### src/hw/rtl/prt_ram.sv
`default_nettype none
module prt_ram #(
    parameter int WIDTH = 8,
    parameter int DEPTH = 16
) (
    input wire logic clk,
    input wire logic we,
    input wire logic [$clog2(DEPTH)-1:0] waddr,
    input wire logic [WIDTH-1:0] wdata,
    input wire logic [$clog2(DEPTH)-1:0] raddr,
    output logic [WIDTH-1:0] rdata
);
    logic [WIDTH-1:0] mem [DEPTH];

    always_ff @(posedge clk)
    begin
        if (we)
        begin
            mem[waddr] <= wdata;
        end
        rdata <= mem[raddr];
    end
endmodule
`default_nettype wire

### config.mk
export PLATFORM = sky130hd
export DESIGN_NAME = prt_ram
export DESIGN_NICKNAME = d
export VERILOG_FILES = /design/src/hw/rtl/prt_ram.sv
export SDC_FILE = /design/constraint.sdc
export NUM_CORES = 1
export LEC_CHECK = 0
export ABC_AREA = 1
export BUFFER_PORTS_ARGS = -buffer_cell sky130_fd_sc_hd__buf_2
export CAP_MARGIN = 20
export CORE_MARGIN = 4
export CORE_UTILIZATION = 55
export CTS_CLUSTER_SIZE = 28
export DETAILED_ROUTE_END_ITERATION = 10
export GPL_ROUTABILITY_DRIVEN = 0
export HOLD_SLACK_MARGIN = 0.15
export PLACE_DENSITY = 0.72
export RECOVER_POWER = 100
export SLEW_MARGIN = 20
export SYNTH_ARGS = -nofsm -noshare
export SYNTH_HDL_FRONTEND = slang
export SYNTH_SLANG_ARGS = --single-unit
### constraint.sdc
create_clock -name clk -period 0.9 [get_ports clk]
set_input_delay 0 -clock clk [delete_from_list [all_inputs] [get_ports clk]]
set_output_delay 0 -clock clk [all_outputs]
set_load 0.02 [all_outputs]
==> reports/results.ini, run 1 <==
[die]
num_rows = 37
die_w_um = 110.4
die_h_um = 110.4
io_pins = 26
dieArea_mm2 = 0.01219
core_area_mm2 = 0.01028
start_util_pct = 56.11

[min_path]
hp-start = raddr[0]
min_path_type = primary input to flip-flop

[route]
wirelength_mm = 13.87
ant_nets = 0
viasPerCell = 5.331
routedWlPerCell_um = 18.28
route.vias.total = 4046
dr.pass1.iters = 5
drtIter0Drc = 421
drc_errors = 0

[timing]
period_share_pct = 111.4
period_needed_ps = 1003
rsz0062_at_grt = yes
finalSetupViolCount = 16
hold_violations = 0
worst_pin_slew_ps = 544.4
worst_slack_ps = -102.8
maxSlewViolCount = 0
slew-limit-headroom_pct = 63.71
fmax_mhz = 997.2
clock_skew_ps = 11.00

[setup_path]
rr_startpoint = mem[4][3]
critPathTopFamily = simple AND/OR/NAND/NOR gates
cp-start-kind = flip-flop
worst_ep_required_time_ps = 1310
cp_data_arrival_time_ps = 1410
cp-startpoint = mem[4][3]
critical_path_class = flip-flop to flip-flop
max_stage_delay_ps = 390
cp_max_fo = 1
cpMostUsedCell = nand3_4
critPathBufInv = 1
path_cells = inv_1, nand2_2, nand3_4, nand3_4, nand3_4, nand2_2
critPathSlowestCell = edfxtp_1
crit_path_end_kind = flip-flop

[global_routing]
overflow = 0
antenna_found_initial = 0
grtUsageTotal_pct = 24.51
grt_pass1_wl_mm = 21.21
grt_max_degree = 65
grt_pass1_vias = 4017

[layout]
final_common_cell = nand2_1
layout.nets = 628
final-seq-area_mm2 = 0.004014
drive_gt1_share_pct = 21.67
syn_to_final_growth_pct = 25.15
multi_input_area_mm2 = 0.001486
fillers = 712
fin_cells = 759
final_cell_mix = nand2_1, edfxtp_1, inv_1
antenna_cells = 0

[power]
powerDensity_mw_per_mm2 = 2180
vdd_drop_max_v = 0.001413
leakagePower_nw = 3.109

[synthesis]
synth_simple_gate_area_share_pct = 21.05
synthCells = 551
yosysUniqueCellTypes = 12
syn_area_per_cell_um2 = 10.47
synth_compound_area_share_pct = 0
synth_nets = 569
synthAdderAreaFrac_pct = 0
synth.mux.area_fraction_pct = 0
ys_seq_elements = 136
synth_xor_area_share_pct = 0
ys_warn_count = 0
synth_top_family_by_area = simple AND/OR/NAND/NOR gates
netlist_area_mm2 = 0.005767
yosysSeqAreaShare_pct = 69.43

[placement]
dp.cells = 715
dp_hpwl_mm = 8.032
pre_cts_ws_ps = -190.9
port_buffers = 25

[clocking]
cts_root_buffer = clkbuf_8
clock_sink_count = 136
h-tree-depth = 4
clock_latency_ps = 510
cts_tree = yes
cts_setup_buffers = 0
cts_buffers = 17
cts_buffer_depth = 2
cts.clk_slew.worst_paths_ps = 60
cts_hold_buf = 14

[job]
maxCapViolations = 0

[run_status]
violations = negative setup slack
run_status = complete, but fails checks

==> cell usage after synthesis <==
library cell  count  area [µm²]
buf_1             1       3.750
buf_2            13       65.06
buf_4             4       30.03
buf_6             6       67.56
dfxtp_1           8       160.2
edfxtp_1        128        3844
inv_1           100       375.4
inv_2             2       7.510
nand2_1         173       649.4
nand3_1          97       485.5
nand3b_1          2       15.01
nor2_1           17       63.81
==> worst register-to-register path, cell delays in order, from the launching register on <==
cell	delay, ps
edfxtp_1	390
inv_1	80
nand2_2	80
nand3_4	100
nand3_4	90
nand3_4	110
nand2_2	60
==> cell families (layout without fill, tap and decap cells) <==
logic type | Yosys count | count (layout)
AND/OR/NAND/NOR | 289 | 289
buffers and inverters | 126 | 198
flip-flops | 136 | 136
==> final cells by class <==
| cell class | count | area share (%) |
|---|---|---|
| well taps | 136 | 2.358 |
| multi-input cells | 289 | 20.60 |
| repair buffers | 64 | 7.247 |
| clock inverters | 14 | 3.086 |
| inverters | 102 | 5.305 |
| flip-flops and latches | 136 | 55.62 |
| clock buffers | 18 | 5.791 |
==> path summary, 6_finish.rpt <==
path / end / slack (ps) / cells after the start
hold / removal: rdata[0] / 220 / 7
setup / recovery: rdata[3] / -100 / 6
setup reg to reg: rdata[3] / -100 / 6
hold reg to reg: rdata[0] / 690 / 6
==> through the flow <==
step | power [W] | instance area (µm²) | hold WS (ps) | util, % | setup TNS, ps
detailed placement | 0.008216 | 6193 | 418.1 | 60.26 | -12820
floorplan | 0.007800 | 5774 | 98.87 | - | -4120
global route | 0.01615 | 7217 | 261.8 | 70.22 | -1593
CTS | 0.01570 | 7197 | 136.7 | 70.03 | -2834
global placement | 0.008184 | 6193 | 418.7 | 60.26 | -8896
finish | 0.01573 | 7217 | 221.5 | 70.22 | -932.5
==> power breakdown <==
| group | internal [W] | switching [W] | total (W) |
|---|---|---|---|
| registers | 0.00709 | 0.0000559 | 0.00715 |
| clock network | 0.00481 | 0.00261 | 0.00741 |
| logic | 0.000412 | 0.000759 | 0.00117 |
==> state kept, by name, summed over array words and instances, names as in the netlist <==
| signal | flops |
|---|---|
| mem | 128 |
| rdata | 8 |
==> per-layer routing <==
metal	part of all wire (%)	vias up	GRT usage, %
met5	0	-	0
met4	2.6	0	9.938
met3	5.9	29	4.485
met2	52	181	42.03
met1	39	1939	30.83
li1	-	1897	-
==> timing repair <==
| action | 4_1_cts | 5_1_grt |
|---|---|---|
| resized for setup | 59 | 30 |
| pin swaps | 30 | 22 |
| endpoints found under the setup margin | 16 | 80 |
| hold endpoints to repair | 184 | 32 |
Note: power is estimated with default switching activity, not from simulation.
==> run 2, diff against run 1 <==
--- a/config.mk
+++ b/config.mk
@@ -7,5 +7,5 @@
 export LEC_CHECK = 0
 export ABC_AREA = 1
-export BUFFER_PORTS_ARGS = -buffer_cell sky130_fd_sc_hd__buf_2
+export BUFFER_PORTS_ARGS = -buffer_cell sky130_fd_sc_hd__buf_4
 export CAP_MARGIN = 20
 export CORE_MARGIN = 4
@@ -15,5 +15,5 @@
 export GPL_ROUTABILITY_DRIVEN = 0
 export HOLD_SLACK_MARGIN = 0.15
-export PLACE_DENSITY = 0.72
+export PLACE_DENSITY = 0.83
 export RECOVER_POWER = 100
 export SLEW_MARGIN = 20
==> constraint.sdc (replaced) <==
create_clock -name clk -period 0.9 [get_ports clk]
set_input_delay 0 -clock clk [delete_from_list [all_inputs] [get_ports clk]]
set_output_delay 0 -clock clk [all_outputs]
set_load 0.01 [all_outputs]
==> reports/results.ini, run 2 (same netlist as run 1, synthesis figures left out) <==
[clocking]
cts.clk_slew.worst_paths_ps = 60  ; about the same
h-tree-depth = 4  ; unchanged
cts_root_buffer = clkbuf_8
cts_buffers = 17  ; unchanged
clock_sink_count = 136  ; unchanged
cts_tree = yes
cts_setup_buffers = 0  ; unchanged
cts_buffer_depth = 2  ; unchanged
clock_latency_ps = 530  ; +20 ps

[global_routing]
grt_pass1_wl_mm = 21.51  ; +1.4%
met2_usage_pct = 39.51  ; -2.5 points
grt_max_degree = 34  ; -48%
grtUsageTotal_pct = 24.53  ; about the same
use_met1_pct = 31.06  ; +0.23 points
grt_pass1_vias = 4134  ; +2.9%
grt_busiest_layer = met2
overflow = 0  ; unchanged
met3_usage_pct = 6.057  ; +1.6 points
antenna_found_initial = 0  ; unchanged

[layout]
largest_reg_flops = 128  ; unchanged
final_cell_mix = nand2_1, edfxtp_1, inv_1
drive_gt1_share_pct = 20.77  ; -0.90 points
layout.nets = 631  ; +0.48%
antenna_cells = 0  ; unchanged
final_common_cell = nand2_1
reg.largest.list = mem (128), rdata (8)
final_area_mm2 = 0.007152  ; -0.90%
syn_to_final_growth_pct = 24.02
fin_cells = 762  ; +0.40%
top_register = mem

[placement]
dp.cells = 715  ; unchanged
place_area_mm2 = 0.006269  ; +1.2%
port_buffers = 25  ; unchanged
dp_hpwl_mm = 8.032  ; about the same

[timing]
finalSetupViolCount = 96  ; +80
rsz0062_at_grt = yes
period_needed_ps = 1038  ; +34.83 ps
tns_ps = -6650  ; -5718 ps
clock_skew_ps = 4.080  ; -6.920 ps
slew-limit-headroom_pct = 64.96  ; +1.3 points
hold_violations = 0  ; unchanged
hold_ws_ps = 45.75  ; -175.8 ps
period_share_pct = 115.3  ; +3.9 points
worst_pin_slew_ps = 525.6  ; -18.79 ps
worst_slack_ps = -137.6  ; -34.83 ps
fmax_mhz = 963.7  ; -3.4%
maxSlewViolCount = 0  ; unchanged

[min_path]
min_path_type = primary input to flip-flop
min_to = mem[0][7]
hp-start = we
holdPathStages = 4  ; -3

[die]
num_rows = 37  ; unchanged
die_w_um = 110.4  ; unchanged
die_h_um = 110.4  ; unchanged
start_util_pct = 56.11  ; unchanged
core_area_mm2 = 0.01028  ; unchanged
io_pins = 26  ; unchanged
dieArea_mm2 = 0.01219  ; unchanged

[setup_path]
rr_startpoint = mem[5][1]
cp_max_fo = 1  ; unchanged
critical_path_class = flip-flop to flip-flop
rr_endpoint = rdata[1]
worst-r2r-cell-count = 6  ; unchanged
cp-start-kind = flip-flop
rrSetupSlack_ps = -140  ; -30 ps
crit_path_end_kind = flip-flop
worst_ep_required_time_ps = 1300  ; about the same
cp_data_arrival_time_ps = 1440  ; +30 ps

[run_status]
violations = negative setup slack
run_status = complete, but fails checks

[route]
viasPerCell = 5.360  ; +0.54%
drc_errors = 0  ; unchanged
routedWlPerCell_um = 18.17  ; -0.58%
wirelength_mm = 13.85  ; -0.19%
route.vias.total = 4084  ; +0.94%
ant_nets = 0  ; unchanged
dr.pass1.iters = 5  ; unchanged
drtIter0Drc = 442  ; +5.0%

[power]
leakagePower_nw = 3.085  ; -0.79%
powerDensity_mw_per_mm2 = 2013  ; -7.6%
vdd_drop_max_v = 0.001800  ; +27%
p_total_w = 0.01440  ; -8.5%

[job]
maxCapViolations = 0  ; unchanged

[run 2: report_power, final]
part           total, W  internal [W]  switching, W
Clock           0.00610       0.00361       0.00249
Sequential      0.00716       0.00709     0.0000628
Combinational   0.00114      0.000422      0.000716
Total            0.0144        0.0111       0.00327
[run 2: worst max-delay path by stage]
stage / from / endpoint / cells past startpoint / slack (ps)
2_1_floorplan: waddr[2] / mem[10][0] / 2 / -50
5_1_grt: mem[5][1] / rdata[1] / 6 / -150
4_1_cts: rdata[5] / rdata[5] / 1 / -110
3_3_place_gp: raddr[0] / rdata[0] / 7 / -130
3_5_place_dp: raddr[0] / rdata[6] / 8 / -170
6_report: mem[5][1] / rdata[1] / 6 / -140
[run 2: worst max-delay path, cell delays in order (launching register included)]
cell      delay (ps)
edfxtp_1         360
inv_1             90
nand2_1           60
nand3_1           90
nand3_1          110
nand3_2          120
nand2_1           90
[run 2: final cells by class]
class	instances	area (µm²)
timing repair buffer	67	628.1
clock buffer	18	417.9
sequential	136	4014
inverter	102	382.9
tap	136	170.2
clock inverter	14	110.1
multi-input combinational	289	1429
fill	670	3126
[run 2: what timing repair did]
item	CTS	global route
endpoints found under the setup margin	16	136
gates resized for setup	47	19
pin swaps	33	15
hold endpoints to repair	224	80
hold buffers	18	2
[run 2: per-stage QoR]
stage	util (%)	worst slack, ps
5_1_grt	69.59	-153.1
4_1_cts	69.82	-108.4
3_5_place_dp	60.99	-165.3
3_3_place_gp	60.99	-134.2
2_1_floorplan	-	-50.84
6_report	69.59	-137.6
[run 2: routing by layer]
layer | share of wire [%] | up-vias | wire (µm)
met3 | 8.2 | 47 | 1139
li1 | - | 1896 | -
met2 | 49 | 244 | 6749
met5 | 0 | - | 0
met4 | 4.4 | 0 | 603
met1 | 39 | 1897 | 5353
==> run 3, diff against run 2 <==
Settings changed: CORE_ASPECT_RATIO set to 0.75.
==> reports/results.ini, run 3 (same netlist as run 1, synthesis figures left out) <==
[run_status]
run_status = complete, but fails checks
violations = negative hold slack, negative setup slack

[power]
switching_share_pct = 21.62  ; -1.1 points
clock_power_share_pct = 43.8  ; +1.4 points
vdd_drop_max_v = 0.001270  ; -29%
leakagePower_nw = 3.100  ; +0.49%
powerDensity_mw_per_mm2 = 2075  ; +3.1%
p_switching_w = 0.003157  ; -3.4%
internal-power_w = 0.01144  ; +2.8%
p_comb_share_pct = 7.2  ; -0.7 points
p_total_w = 0.01460  ; +1.4%
power.share.sequential_pct = 49.0  ; -0.7 points

[setup_path]
critPathBufInv = 1  ; unchanged
cp_max_fo = 1  ; unchanged
critPathTopFamily = simple AND/OR/NAND/NOR gates
critPathSlowestCell = edfxtp_1
cpMostUsedCell = nand3_2
critical_path_class = flip-flop to flip-flop
worst_ep_required_time_ps = 1200  ; -100 ps
cp-start-kind = flip-flop
cp_data_arrival_time_ps = 1260  ; -180 ps
max_stage_delay_ps = 360  ; about the same
crit_path_end_kind = flip-flop
path_cells = inv_1, nand2_1, nand3_2, nand3_2, nand3_1, nand2_2

[global_routing]
antenna_found_initial = 0  ; unchanged
grt_pass1_vias = 4112  ; -0.53%
grt_pass1_wl_mm = 20.98  ; -2.4%
grtUsageTotal_pct = 22.41  ; -2.1 points
grt_max_degree = 39  ; +15%
overflow = 0  ; unchanged

[placement]
dp_hpwl_mm = 8.281  ; +3.1%
port_buffers = 25  ; unchanged
pre_cts_ws_ps = -99.65  ; +65.66 ps
place_area_mm2 = 0.006271  ; about the same

[clocking]
cts.clk_slew.worst_paths_ps = 60  ; about the same
cts_buffers = 17  ; unchanged
cts_tree = yes
clock_latency_ps = 410  ; -120 ps
cts_root_buffer = clkbuf_16
cts_buffer_depth = 2  ; unchanged
cts_setup_buffers = 0  ; unchanged
cts_hold_buf = 8  ; -10
clock_sink_count = 136  ; unchanged
h-tree-depth = 4  ; unchanged

[layout]
reg.largest.list = mem (128), rdata (8)
largest_reg_flops = 128  ; unchanged
fillers = 755  ; +13%
final_area_mm2 = 0.007036  ; -1.6%
final_common_cell = nand2_1
top_register = mem
layout.nets = 626  ; -0.79%
antenna_cells = 0  ; unchanged
final_cell_mix = nand2_1, edfxtp_1, inv_1
drive_gt1_share_pct = 20.97  ; +0.20 points
syn_to_final_growth_pct = 22.00

[timing]
worst_pin_slew_ps = 546.7  ; +21.12 ps
worst_slack_ps = -66.99  ; +70.63 ps
hold_violations = 8  ; +8
rsz0062_at_grt = yes
period_needed_ps = 967.0  ; -70.63 ps
clock_skew_ps = 5.370  ; +1.290 ps
period_share_pct = 107.4  ; -7.8 points
fmax_mhz = 1034  ; +7.3%
slew-limit-headroom_pct = 63.49  ; -1.5 points
hold_ws_ps = -71.54  ; -117.3 ps
tns_ps = -202.9  ; +6448 ps
finalSetupViolCount = 6  ; -94%
maxSlewViolCount = 0  ; unchanged

[die]
io_pins = 26  ; unchanged
die_w_um = 126.2  ; +14%
die_h_um = 96.68  ; -12%
num_rows = 32  ; -14%
start_util_pct = 56.26  ; +0.15 points
dieArea_mm2 = 0.01220  ; +0.14%
core_area_mm2 = 0.01025  ; -0.27%

[route]
ant_nets = 0  ; unchanged
routedWlPerCell_um = 17.77  ; -2.2%
viasPerCell = 5.376  ; +0.30%
route.vias.total = 4064  ; -0.49%
dr.pass1.iters = 5  ; unchanged
drtIter0Drc = 619  ; +40%
wirelength_mm = 13.43  ; -3.0%
drc_errors = 0  ; unchanged

[min_path]
min_path_type = primary input to flip-flop

[job]
maxCapViolations = 0  ; unchanged

## run 3: tightest hold or removal path: stages
cell	delay [ps]
buf_4	170
nand3_2	80
nand2_1	50
## run 3: through the flow
step                      util [%]  std cells
after CTS                    67.54        756
after detailed placement     61.18        717
after global routing         68.64        756
final                        68.64        756
after floorplan                  -        551
after global placement       61.18        717
## run 3: final timing paths
check / from / to / slack, ps / cells after the start
worst min register to register: mem[10][0] / rdata[0] / 670 / 6
worst min-delay path: raddr[3] / rdata[7] / -70 / 3
worst max-delay path: mem[1][4] / rdata[4] / -70 / 6
worst max register to register: mem[1][4] / rdata[4] / -70 / 6
## run 3: timing repair
action,in CTS,in global routing
gates resized for setup,9,48
endpoints found under the hold margin,136,8
endpoints found under the setup margin,12,11
pin swaps,15,27
## run 3: cell type report
cell class	count	area, µm²	area share, %
clock inverter	13	112.6	1.601
multi-input combinational	289	1449	20.59
clock buffer	18	429.2	6.100
sequential	136	4010	57.00
timing repair buffer	62	481.7	6.847
tap	136	170.2	2.419
inverter	102	382.9	5.442
## run 3: routing by layer
metal | wire length, µm | part of all wire (%) | up-vias | GRT usage [%]
met5 | 0 | 0 | - | 0
met4 | 149 | 1.1 | 0 | 6.843
met3 | 1137 | 8.5 | 23 | 6.623
met2 | 6591 | 49 | 204 | 35.96
met1 | 5554 | 41 | 1955 | 29.79
li1 | - | - | 1882 | -
## run 3: power groups by stage
stage | clock (W) | sequential [W] | combinational [W]
after floorplan | 0 | 0.00727 | 0.000502
after detailed placement | 0 | 0.00727 | 0.000936
after global placement | 0 | 0.00726 | 0.000910
after CTS | 0.00645 | 0.00714 | 0.000985
final | 0.00640 | 0.00715 | 0.00105
after global routing | 0.00678 | 0.00716 | 0.00114
